## src/hdl/mchw_pkg.sv

```systemverilog
`default_nettype none
// ----------------------------------------------------------------------------
// mchw_pkg
// Shared constants, codes and types for the multi-channel health watchdog.
// ----------------------------------------------------------------------------
package mchw_pkg;

   localparam int NUM_SENSORS = 10;
   localparam int SID_W       = 4;
   localparam int SCAN_W      = (NUM_SENSORS > 1) ? $clog2(NUM_SENSORS) : 1;

   localparam int TIME_W   = 32;
   localparam int UPTIME_W = 23;
   localparam int MSEC_W   = 10;
   localparam int FLAGS_W  = 5;

   localparam logic [MSEC_W-1:0] MSEC_LAST = MSEC_W'(999);

   // Flag positions inside the latched health word.
   localparam int FLAG_CTRL    = 0;
   localparam int FLAG_SENSORS = 1;
   localparam int FLAG_LINK    = 2;
   localparam int FLAG_MOTORS  = 3;
   localparam int FLAG_BATTERY = 4;

   localparam logic [15:0] RST_CHECK_INTERVAL = 16'd5000;
   localparam logic [15:0] RST_SENSOR_TIMEOUT = 16'd10000;
   localparam logic [15:0] RST_LINK_TIMEOUT   = 16'd5000;
   localparam logic [15:0] RST_BATTERY_LOW    = 16'd10500;
   localparam logic [11:0] RST_TEMP_LIMIT     = 12'd800;
   localparam logic [23:0] RST_MEMORY_MIN     = 24'd10000;
   localparam logic [15:0] RST_BATTERY_LEVEL  = 16'd12000;

   typedef enum logic [1:0] {
      CMD_TICK    = 2'd0,
      CMD_SENSOR  = 2'd1,
      CMD_LINK    = 2'd2,
      CMD_BATTERY = 2'd3
   } mchw_cmd_type;

   typedef enum logic [2:0] {
      REG_CHECK_INTERVAL = 3'd0,
      REG_SENSOR_TIMEOUT = 3'd1,
      REG_LINK_TIMEOUT   = 3'd2,
      REG_BATTERY_LOW    = 3'd3,
      REG_TEMP_LIMIT     = 3'd4,
      REG_MEMORY_MIN     = 3'd5
   } mchw_reg_type;

   typedef enum logic [1:0] {
      ST_IDLE,
      ST_CHECK,
      ST_SCAN,
      ST_DONE
   } mchw_state_type;

   // Sensor report write toward the row of sensor cells.
   typedef struct packed {
      logic             en;
      logic [SID_W-1:0] id;
   } mchw_wr_type;

endpackage
`default_nettype wire

```

## src/hdl/mchw_cell.sv

```systemverilog
`default_nettype none
// ----------------------------------------------------------------------------
// mchw_cell
// One sensor slot: time stamp, seen bit and one stage of the staleness chain.
// ----------------------------------------------------------------------------
module mchw_cell (
   input  wire logic                        clock,
   input  wire logic                        reset,
   input  wire logic                        wr_en,
   input  wire logic [mchw_pkg::TIME_W-1:0] time_ms,
   input  wire logic [15:0]                 timeout_ms,
   input  wire logic                        ok_prev,
   output logic                             ok
);

   logic [mchw_pkg::TIME_W-1:0] stamp_ff;
   logic                        seen_ff;
   logic                        ok_ff;
   logic                        ok_in;
   logic [mchw_pkg::TIME_W-1:0] age;

   assign age   = time_ms - stamp_ff;
   // A sensor that never reported can never be stale.
   assign ok_in = ok_prev && !(seen_ff && (age > {16'd0, timeout_ms}));
   assign ok    = ok_ff;

   always_ff @(posedge clock) begin
      if (reset) begin
         seen_ff <= 1'b0;
         ok_ff   <= 1'b1;
      end else begin
         ok_ff <= ok_in;
         if (wr_en) begin
            seen_ff <= 1'b1;
         end
      end
   end

   always_ff @(posedge clock) begin
      if (wr_en) begin
         stamp_ff <= time_ms;
      end
   end

endmodule
`default_nettype wire

```

## src/hdl/mchw_row.sv

```systemverilog
`default_nettype none
// ----------------------------------------------------------------------------
// mchw_row
// Row of sensor cells; the health result ripples one cell per cycle.
// ----------------------------------------------------------------------------
module mchw_row (
   input  wire logic                        clock,
   input  wire logic                        reset,
   input  wire mchw_pkg::mchw_wr_type       wr,
   input  wire logic [mchw_pkg::TIME_W-1:0] time_ms,
   input  wire logic [15:0]                 timeout_ms,
   output logic                             all_ok
);

   logic [mchw_pkg::NUM_SENSORS:0] chain;

   assign chain[0] = 1'b1;

   for (genvar i = 0; i < mchw_pkg::NUM_SENSORS; i++) begin : g_cell
      mchw_cell u_cell (
         .clock      (clock),
         .reset      (reset),
         .wr_en      (wr.en && (wr.id == mchw_pkg::SID_W'(i))),
         .time_ms    (time_ms),
         .timeout_ms (timeout_ms),
         .ok_prev    (chain[i]),
         .ok         (chain[i+1])
      );
   end

   assign all_ok = chain[mchw_pkg::NUM_SENSORS];

endmodule
`default_nettype wire

```

## src/hdl/multi_channel_health_watchdog_core.sv

```systemverilog
`default_nettype none
// ----------------------------------------------------------------------------
// multi_channel_health_watchdog_core
// Event-driven health supervisor with a row of sensor cells and APB registers.
// ----------------------------------------------------------------------------
//  Channel | Ports | Contents
//  --------+-------+-------------------------------------------------------
//  req     | req_* | tuser: cmd; tdata: sensor id, battery, temp, memory
//  rsp     | rsp_* | tdata: health flags, uptime, evaluated
//  csr     | csr_* | six settings registers at byte offsets 0x00..0x14
//
//  A sensor, link or battery word goes from IDLE straight to DONE; a tick
//  passes CHECK first, and an evaluating tick then runs SCAN, set by the
//  staleness result rippling one sensor cell per cycle.
//  One word is in work at a time; a finished result waits in the output
//  register while the next word is accepted. Synchronous reset clears
//  the clock, the sensor seen bits and sets all health flags.
// ----------------------------------------------------------------------------
module multi_channel_health_watchdog_core (
   input  wire logic        clock,
   input  wire logic        reset,

   input  wire logic        req_tvalid,
   output logic             req_tready,
   // [1:0] cmd
   input  wire logic [1:0]  req_tuser,
   // [3:0] sensor_id, [19:4] battery_mv, [31:20] temperature_tenths,
   // [55:32] free_memory_bytes
   input  wire logic [55:0] req_tdata,

   output logic             rsp_tvalid,
   input  wire logic        rsp_tready,
   // [0] healthy, [1] controller_ok, [2] sensors_ok, [3] link_ok,
   // [4] motors_ok, [5] battery_ok, [28:6] uptime_seconds, [29] evaluated
   output logic [31:0]      rsp_tdata,

   input  wire logic        csr_psel,
   input  wire logic        csr_penable,
   input  wire logic        csr_pwrite,
   input  wire logic [4:0]  csr_paddr,
   input  wire logic [31:0] csr_pwdata,
   output logic [31:0]      csr_prdata,
   output logic             csr_pready
);

   localparam int TW = mchw_pkg::TIME_W;

   // Settings registers.
   logic [15:0]        check_interval_ff;
   logic [15:0]        sensor_timeout_ff;
   logic [15:0]        link_timeout_ff;
   logic [15:0]        battery_low_ff;
   logic signed [11:0] temp_limit_ff;
   logic [23:0]        memory_min_ff;
   logic               csr_write;
   logic [2:0]         csr_index;

   // Watchdog state.
   logic [TW-1:0]                      time_ms_ff;
   logic [TW-1:0]                      last_check_ff;
   logic [TW-1:0]                      last_link_ff;
   logic [15:0]                        battery_ff;
   logic [mchw_pkg::FLAGS_W-1:0]       flags_ff;
   logic [mchw_pkg::FLAGS_W-1:0]       flags_in;
   logic [mchw_pkg::UPTIME_W-1:0]      uptime_ff;
   logic [mchw_pkg::UPTIME_W-1:0]      sec_ff;
   logic [mchw_pkg::MSEC_W-1:0]        msec_ff;
   logic signed [11:0]                 temp_ff;
   logic [23:0]                        mem_ff;
   logic                               evaluated_ff;
   logic [mchw_pkg::SCAN_W-1:0]        cnt_ff;
   logic                               rsp_valid_ff;
   logic [31:0]                        rsp_data_ff;
   logic [31:0]                        rsp_data_in;

   mchw_pkg::mchw_state_type state_ff;
   mchw_pkg::mchw_state_type state_in;
   mchw_pkg::mchw_cmd_type   cmd;
   mchw_pkg::mchw_wr_type    row_wr;

   logic accept;
   logic eval_due;
   logic scan_last;
   logic rsp_free;
   logic load_rsp;
   logic sensors_ok;
   logic ctrl_ok;

   // ------------------------------------------------------------------------
   // Configuration port
   // ------------------------------------------------------------------------
   assign csr_pready = 1'b1;
   assign csr_write  = csr_psel && csr_penable && csr_pwrite && csr_pready;
   assign csr_index  = csr_paddr[4:2];

   always_ff @(posedge clock) begin
      if (reset) begin
         check_interval_ff <= mchw_pkg::RST_CHECK_INTERVAL;
         sensor_timeout_ff <= mchw_pkg::RST_SENSOR_TIMEOUT;
         link_timeout_ff   <= mchw_pkg::RST_LINK_TIMEOUT;
         battery_low_ff    <= mchw_pkg::RST_BATTERY_LOW;
         temp_limit_ff     <= mchw_pkg::RST_TEMP_LIMIT;
         memory_min_ff     <= mchw_pkg::RST_MEMORY_MIN;
      end else if (csr_write) begin
         case (csr_index)
            mchw_pkg::REG_CHECK_INTERVAL: check_interval_ff <= csr_pwdata[15:0];
            mchw_pkg::REG_SENSOR_TIMEOUT: sensor_timeout_ff <= csr_pwdata[15:0];
            mchw_pkg::REG_LINK_TIMEOUT:   link_timeout_ff   <= csr_pwdata[15:0];
            mchw_pkg::REG_BATTERY_LOW:    battery_low_ff    <= csr_pwdata[15:0];
            mchw_pkg::REG_TEMP_LIMIT:     temp_limit_ff     <= csr_pwdata[11:0];
            mchw_pkg::REG_MEMORY_MIN:     memory_min_ff     <= csr_pwdata[23:0];
            default: ;
         endcase
      end
   end

   always_comb begin
      case (csr_index)
         mchw_pkg::REG_CHECK_INTERVAL: csr_prdata = {16'd0, check_interval_ff};
         mchw_pkg::REG_SENSOR_TIMEOUT: csr_prdata = {16'd0, sensor_timeout_ff};
         mchw_pkg::REG_LINK_TIMEOUT:   csr_prdata = {16'd0, link_timeout_ff};
         mchw_pkg::REG_BATTERY_LOW:    csr_prdata = {16'd0, battery_low_ff};
         mchw_pkg::REG_TEMP_LIMIT:     csr_prdata = {20'd0, temp_limit_ff};
         mchw_pkg::REG_MEMORY_MIN:     csr_prdata = {8'd0, memory_min_ff};
         default:                      csr_prdata = 32'd0;
      endcase
   end

   // ------------------------------------------------------------------------
   // Sequencer
   // ------------------------------------------------------------------------
   assign cmd       = mchw_pkg::mchw_cmd_type'(req_tuser);
   assign eval_due  = (time_ms_ff - last_check_ff) >= {16'd0, check_interval_ff};
   assign scan_last = (cnt_ff == mchw_pkg::SCAN_W'(mchw_pkg::NUM_SENSORS - 1));
   assign rsp_free  = !rsp_valid_ff || rsp_tready;

   always_comb begin
      state_in = state_ff;
      case (state_ff)
         mchw_pkg::ST_IDLE: begin
            if (req_tvalid) begin
               state_in = (cmd == mchw_pkg::CMD_TICK) ? mchw_pkg::ST_CHECK
                                                     : mchw_pkg::ST_DONE;
            end
         end
         mchw_pkg::ST_CHECK: begin
            state_in = eval_due ? mchw_pkg::ST_SCAN : mchw_pkg::ST_DONE;
         end
         mchw_pkg::ST_SCAN: begin
            if (scan_last) begin
               state_in = mchw_pkg::ST_DONE;
            end
         end
         mchw_pkg::ST_DONE: begin
            if (rsp_free) begin
               state_in = mchw_pkg::ST_IDLE;
            end
         end
         default: state_in = mchw_pkg::ST_IDLE;
      endcase
   end

   always_comb begin
      req_tready = 1'b0;
      load_rsp   = 1'b0;
      case (state_ff)
         mchw_pkg::ST_IDLE:  req_tready = 1'b1;
         mchw_pkg::ST_CHECK: ;
         mchw_pkg::ST_SCAN:  ;
         mchw_pkg::ST_DONE:  load_rsp = rsp_free;
         default: ;
      endcase
   end

   assign accept = req_tvalid && req_tready;

   always_ff @(posedge clock) begin
      if (reset) begin
         state_ff <= mchw_pkg::ST_IDLE;
      end else begin
         state_ff <= state_in;
      end
   end

   // ------------------------------------------------------------------------
   // Sensor row
   // ------------------------------------------------------------------------
   assign row_wr.en = accept && (cmd == mchw_pkg::CMD_SENSOR);
   assign row_wr.id = req_tdata[3:0];

   mchw_row u_row (
      .clock      (clock),
      .reset      (reset),
      .wr         (row_wr),
      .time_ms    (time_ms_ff),
      .timeout_ms (sensor_timeout_ff),
      .all_ok     (sensors_ok)
   );

   // ------------------------------------------------------------------------
   // Clock, reports and evaluation
   // ------------------------------------------------------------------------
   assign ctrl_ok = (temp_ff < temp_limit_ff) && (mem_ff > memory_min_ff);

   always_comb begin
      flags_in                         = '0;
      flags_in[mchw_pkg::FLAG_CTRL]    = ctrl_ok;
      flags_in[mchw_pkg::FLAG_SENSORS] = sensors_ok;
      flags_in[mchw_pkg::FLAG_LINK]    =
         (time_ms_ff - last_link_ff) <= {16'd0, link_timeout_ff};
      flags_in[mchw_pkg::FLAG_MOTORS]  = flags_in[mchw_pkg::FLAG_LINK];
      flags_in[mchw_pkg::FLAG_BATTERY] = battery_ff > battery_low_ff;
   end

   always_ff @(posedge clock) begin
      if (reset) begin
         time_ms_ff    <= '0;
         last_check_ff <= '0;
         last_link_ff  <= '0;
         battery_ff    <= mchw_pkg::RST_BATTERY_LEVEL;
         flags_ff      <= '1;
         uptime_ff     <= '0;
         sec_ff        <= '0;
         msec_ff       <= '0;
         evaluated_ff  <= 1'b0;
         cnt_ff        <= '0;
      end else begin
         if (accept) begin
            evaluated_ff <= 1'b0;
            case (cmd)
               mchw_pkg::CMD_TICK: begin
                  time_ms_ff <= time_ms_ff + 1'b1;
                  // Seconds restart with the millisecond clock when it wraps.
                  if (time_ms_ff == '1) begin
                     msec_ff <= '0;
                     sec_ff  <= '0;
                  end else if (msec_ff == mchw_pkg::MSEC_LAST) begin
                     msec_ff <= '0;
                     sec_ff  <= sec_ff + 1'b1;
                  end else begin
                     msec_ff <= msec_ff + 1'b1;
                  end
               end
               mchw_pkg::CMD_SENSOR:  ;
               mchw_pkg::CMD_LINK:    last_link_ff <= time_ms_ff;
               mchw_pkg::CMD_BATTERY: battery_ff   <= req_tdata[19:4];
               default: ;
            endcase
         end
         if (state_ff == mchw_pkg::ST_CHECK) begin
            evaluated_ff <= eval_due;
            cnt_ff       <= '0;
         end
         if (state_ff == mchw_pkg::ST_SCAN) begin
            cnt_ff <= cnt_ff + 1'b1;
            if (scan_last) begin
               last_check_ff <= time_ms_ff;
               uptime_ff     <= sec_ff;
               flags_ff      <= flags_in;
            end
         end
      end
   end

   always_ff @(posedge clock) begin
      if (accept && (cmd == mchw_pkg::CMD_TICK)) begin
         temp_ff <= req_tdata[31:20];
         mem_ff  <= req_tdata[55:32];
      end
   end

   // ------------------------------------------------------------------------
   // Output register
   // ------------------------------------------------------------------------
   always_comb begin
      rsp_data_in       = '0;
      rsp_data_in[0]    = &flags_ff;
      rsp_data_in[5:1]  = flags_ff;
      rsp_data_in[28:6] = uptime_ff;
      rsp_data_in[29]   = evaluated_ff;
   end

   always_ff @(posedge clock) begin
      if (reset) begin
         rsp_valid_ff <= 1'b0;
      end else if (load_rsp) begin
         rsp_valid_ff <= 1'b1;
      end else if (rsp_tready) begin
         rsp_valid_ff <= 1'b0;
      end
   end

   always_ff @(posedge clock) begin
      if (load_rsp) begin
         rsp_data_ff <= rsp_data_in;
      end
   end

   assign rsp_tvalid = rsp_valid_ff;
   assign rsp_tdata  = rsp_data_ff;

   // ------------------------------------------------------------------------
   // Assertions
   // ------------------------------------------------------------------------
   a_one_word_in_work: assert property (@(posedge clock) disable iff (reset)
      accept |=> !req_tready)
      else $error("second word accepted while one is in work");

   a_scan_only_for_tick: assert property (@(posedge clock) disable iff (reset)
      (state_ff == mchw_pkg::ST_CHECK) |-> $past(cmd == mchw_pkg::CMD_TICK))
      else $error("evaluation check entered for a word that is no tick");

   a_motors_follow_link: assert property (@(posedge clock) disable iff (reset)
      flags_ff[mchw_pkg::FLAG_MOTORS] == flags_ff[mchw_pkg::FLAG_LINK])
      else $error("motor flag differs from link flag");

   a_evaluated_sets_check: assert property (@(posedge clock) disable iff (reset)
      (load_rsp && evaluated_ff) |-> (last_check_ff == time_ms_ff))
      else $error("evaluated result without updated check time");

endmodule
`default_nettype wire
```

## config.mk

```make
export PLATFORM = sky130hd
export DESIGN_NAME = multi_channel_health_watchdog_core
export DESIGN_NICKNAME = d
export VERILOG_FILES = /design/src/hdl/mchw_pkg.sv /design/src/hdl/mchw_cell.sv /design/src/hdl/mchw_row.sv /design/src/hdl/multi_channel_health_watchdog_core.sv
export SDC_FILE = /design/constraint.sdc
export NUM_CORES = 2
export LEC_CHECK = 0
export BUFFER_PORTS_ARGS = -buffer_cell sky130_fd_sc_hd__buf_2
export CORE_ASPECT_RATIO = 1.25
export CORE_MARGIN = 2
export CORE_UTILIZATION = 33
export CTS_BUF_LIST = sky130_fd_sc_hd__clkbuf_4 sky130_fd_sc_hd__clkbuf_8
export DETAILED_ROUTE_END_ITERATION = 12
export PLACE_DENSITY_LB_ADDON = 0.1
export RECOVER_POWER = 25
export REMOVE_ABC_BUFFERS = 1
export SLEW_MARGIN = 20
export SYNTH_ARGS = -nofsm -noshare
export SYNTH_HDL_FRONTEND = slang
export SYNTH_SLANG_ARGS = --single-unit
```

## constraint.sdc

```tcl
create_clock -name clock -period 16.5 [get_ports clock]
set_input_delay 0.825 -clock clock [delete_from_list [all_inputs] [get_ports clock]]
set_output_delay 0.825 -clock clock [all_outputs]
set_load 0.005 [all_outputs]
```

==> results.yml <==
global_route:
  grt-ovfl-total: 0
  grt_pass1_vias: 41600
  grt_usage: 0.205
  grt_pass1_wl_um: 246000
  antenna_found_initial: 9
  grt_start_max_net_pins: 59
route:
  vias: 42400
  first_iter_violations: 2369
  routed_wl_um: 161000
  wl_per_cell_um: 19.8
  postRouteAntennaNets: 0
  drt-vias-per-instance: 5.22
  drc: 0
  first_pass_iters: 7
placement:
  portBuffers: 147
  place_area_mm2: 0.0536
  dp_hpwl_um: 114000
  gp_congestion: 0.858
worst_setup_path:
  critPathLaunch: "time_ms_ff[0]$_SDFFE_PP0P_"
  crit_arrival_ns: 7.73
  cp_max_fo: 15
  crit_slowest_cell: "clkbuf_1"
  worstSetupEndpointType: "flop"
  crit_type: "flop to flop"
  cp_num_buf_inv: 3
  r2r_cells: 23
  crit_family: "buffers and inverters"
  cp-start-kind: "flop"
  rr_endpoint: "flags_ff[3]$_SDFFE_PP1P_"
  critPathMaxStageDelay_ns: 1.17
  crit_chain: "clkbuf_1 > inv_1 > buf_4 > ha_1 > fa_1 > nor2b_1 > o31ai_1 > a211oi_1 > o21bai_1 > nand3_1 > o21ai_0 > xnor2_1 > ha_1 > nand4_1 > nor3_1 > nor3_1 > nor4_1 > o221ai_1 > nor4_1 > nand4_1 > a2111oi_0 > nand4bb_1 > o21ai_0"
  regToRegSetupSlack_ns: 9.55
  required_ns: 17.27
  reg2reg_from: "time_ms_ff[0]$_SDFFE_PP0P_"
timing:
  setup_viol: 0
  skew_ns: 0.0390
  finalSetupTns_ns: 0
  maxSlewHeadroom: -0.643
  hold_slack_ns: 0.112
  worst_slew_pin_slew_ns: 2.46
  rsz0062_at_grt: "false"
  fin_crit_ns: 6.95
  finalHoldViolCount: 0
  min_period_over_period: 0.421
  finalMaxSlewViolations: 215
  fmax_mhz: 144
layout:
  nNetsFinal: 6721
  area_growth_pct: 12.1
  final_cell_mix: "643 x nand2_1, 624 x ha_1, 601 x inv_1, 563 x a21oi_1, 385 x edfxtp_1"
  final_area_mm2: 0.0564
  drive_gt1_frac: 0.0877
  layout_commonest_cell: "nand2_1"
clock_tree:
  postCtsSetupBuffers: 0
  clkSinkCount: 685
  cts_hold_buf: 0
  cts_buffers: 134
  cts_tree: "done"
  cts_resized: 0
  cts-root-buf: "clkbuf_8"
  htreeDepth: 4
  clock_latency_ns: 0.89
  clk_pin_slew_worst_paths_ns: 0.06
  clock_path_buffers: 3
power:
  finalPower_w: 0.00394
  ir_drop_v: 0.0000623
  powerDensity_mw_per_mm2: 69.9
  leakage_nw: 25.1
die:
  fp-row-count: 160
  die_x_um: 353
  initial_core_util: 0.331
  io_pins: 169
  die_area_mm2: 0.156
  die_h_um: 440
  coreArea_mm2: 0.152
yosys:
  asyncSetResetFlopFracSynth: 0
  ys_seq_area_frac: 0.349
  synth_edf_count: 385
  synthCells: 5777
  synth_area_per_cell_um2: 8.70
  yosysWarnings: 0
  synth_cell_type_count: 106
  synth_seq_cells: 685
  syn_area_mm2: 0.0503
  ys.flop_type: "edfxtp_1"
status:
  failed_checks: "capacitance limit, slew limit"
  status: "complete, but fails checks"
job:
  drv_cap: 10
min_path:
  hold-path-cell-count: 1
  min_from: "req_tdata[25]"
  min_to: "temp_ff[5]$_DFFE_PP_"
  holdCritPathClass: "primary input to flop"
## cell usage after synthesis, types with 75 or more instances
library cell    n  area share
clkbuf_1      138       0.010
o21a_1         78       0.012
xor2_1        126       0.022
a21o_1        190       0.028
ha_1          624        0.16
nand3_1       152       0.015
nor2_1        367       0.027
edfxtp_1      385        0.23
inv_1         603       0.045
nor2b_1        88       0.011
nand4_1       105       0.013
a21oi_1       563       0.056
nor3_1         75      0.0075
dfxtp_1       300        0.12
xnor2_1       165       0.029
o21ai_0       262       0.026
nand2_1       643       0.048
## layout make-up
type / count / area, um^2
Inverter: 604 / 2270
Tap cell: 2025 / 2530
Multi-Input combinational cell: 4328 / 29900
Sequential cell: 685 / 17600
Fill cell: 15900 / 95400
Clock buffer: 191 / 2360
Clock inverter: 52 / 428
Antenna cell: 5 / 12.5
Timing Repair Buffer: 230 / 1310
## layer usage
metal / wire [um] / share of wire / global-route usage
met5: 23 / 0.00014 / 0
met4: 5390 / 0.034 / 0.0734
met3: 6180 / 0.038 / 0.0279
met2: 74600 / 0.46 / 0.345
met1: 74400 / 0.46 / 0.267
## kinds of logic after synthesis
logic type      synth area share
mux                       0.0145
simple gates               0.163
xor+xnor                  0.0507
flops                      0.349
fa+ha+maj                  0.160
compound gates             0.203
other cells             0.000149
buf+inv                   0.0589
## power breakdown
part	leakage (nW)	total [W]	internal [W]	switching, W
registers	5.48	0.00184	0.00182	0.0000135
clock network	1.49	0.00183	0.00101	0.000823
logic	18.2	0.000269	0.0000949	0.000174
total	25.1	0.00394	0.00293	0.00101
## worst max-delay path by stage
stage | slack, ns | to | cells past startpoint
floorplan | 11.28 | u_row.g_cell[3].u_cell.ok$_SDFF_PP1_ | 17
global placement | 10.34 | u_row.g_cell[8].u_cell.ok$_SDFF_PP1_ | 23
detailed placement | 10.32 | u_row.g_cell[8].u_cell.ok$_SDFF_PP1_ | 23
CTS | 10.28 | u_row.g_cell[8].u_cell.ok$_SDFF_PP1_ | 23
global route | 8.96 | flags_ff[3]$_SDFFE_PP1P_ | 23
finish | 9.55 | flags_ff[3]$_SDFFE_PP1P_ | 23
## state kept, by name, summed over array words and instances (netlist names), 12 cells and up
| register | flops |
|---|---|
| check_interval_ff | 16 |
| sec_ff | 23 |
| time_ms_ff | 32 |
| sensor_timeout_ff | 16 |
| u_row.g_cell.u_cell.stamp_ff | 320 |
| link_timeout_ff | 16 |
| mem_ff | 24 |
| last_check_ff | 32 |
| battery_low_ff | 16 |
| battery_ff | 16 |
| memory_min_ff | 24 |
| temp_ff | 12 |
| rsp_tdata | 29 |
| temp_limit_ff | 12 |
| last_link_ff | 32 |
| uptime_ff | 23 |
## worst reg2reg max path: cells and delay by family (launching register included)
family / cells / cell delay [ns]
flops: 1 / 0.30
fa+ha+maj: 3 / 1.01
buf+inv: 3 / 1.93
xor+xnor: 1 / 0.15
simple gates: 9 / 1.78
compound gates: 7 / 1.67
## metrics by stage
stage,std cells,setup slack (ns),utilization
4_1_cts,8113,10.28,0.372
5_1_grt,8116,8.96,0.371
2_1_floorplan,5617,11.28,-
3_5_place_dp,7870,10.32,0.353
6_report,8120,9.55,0.371
3_3_place_gp,7870,10.34,0.353
(Power assumes the default switching activity.)
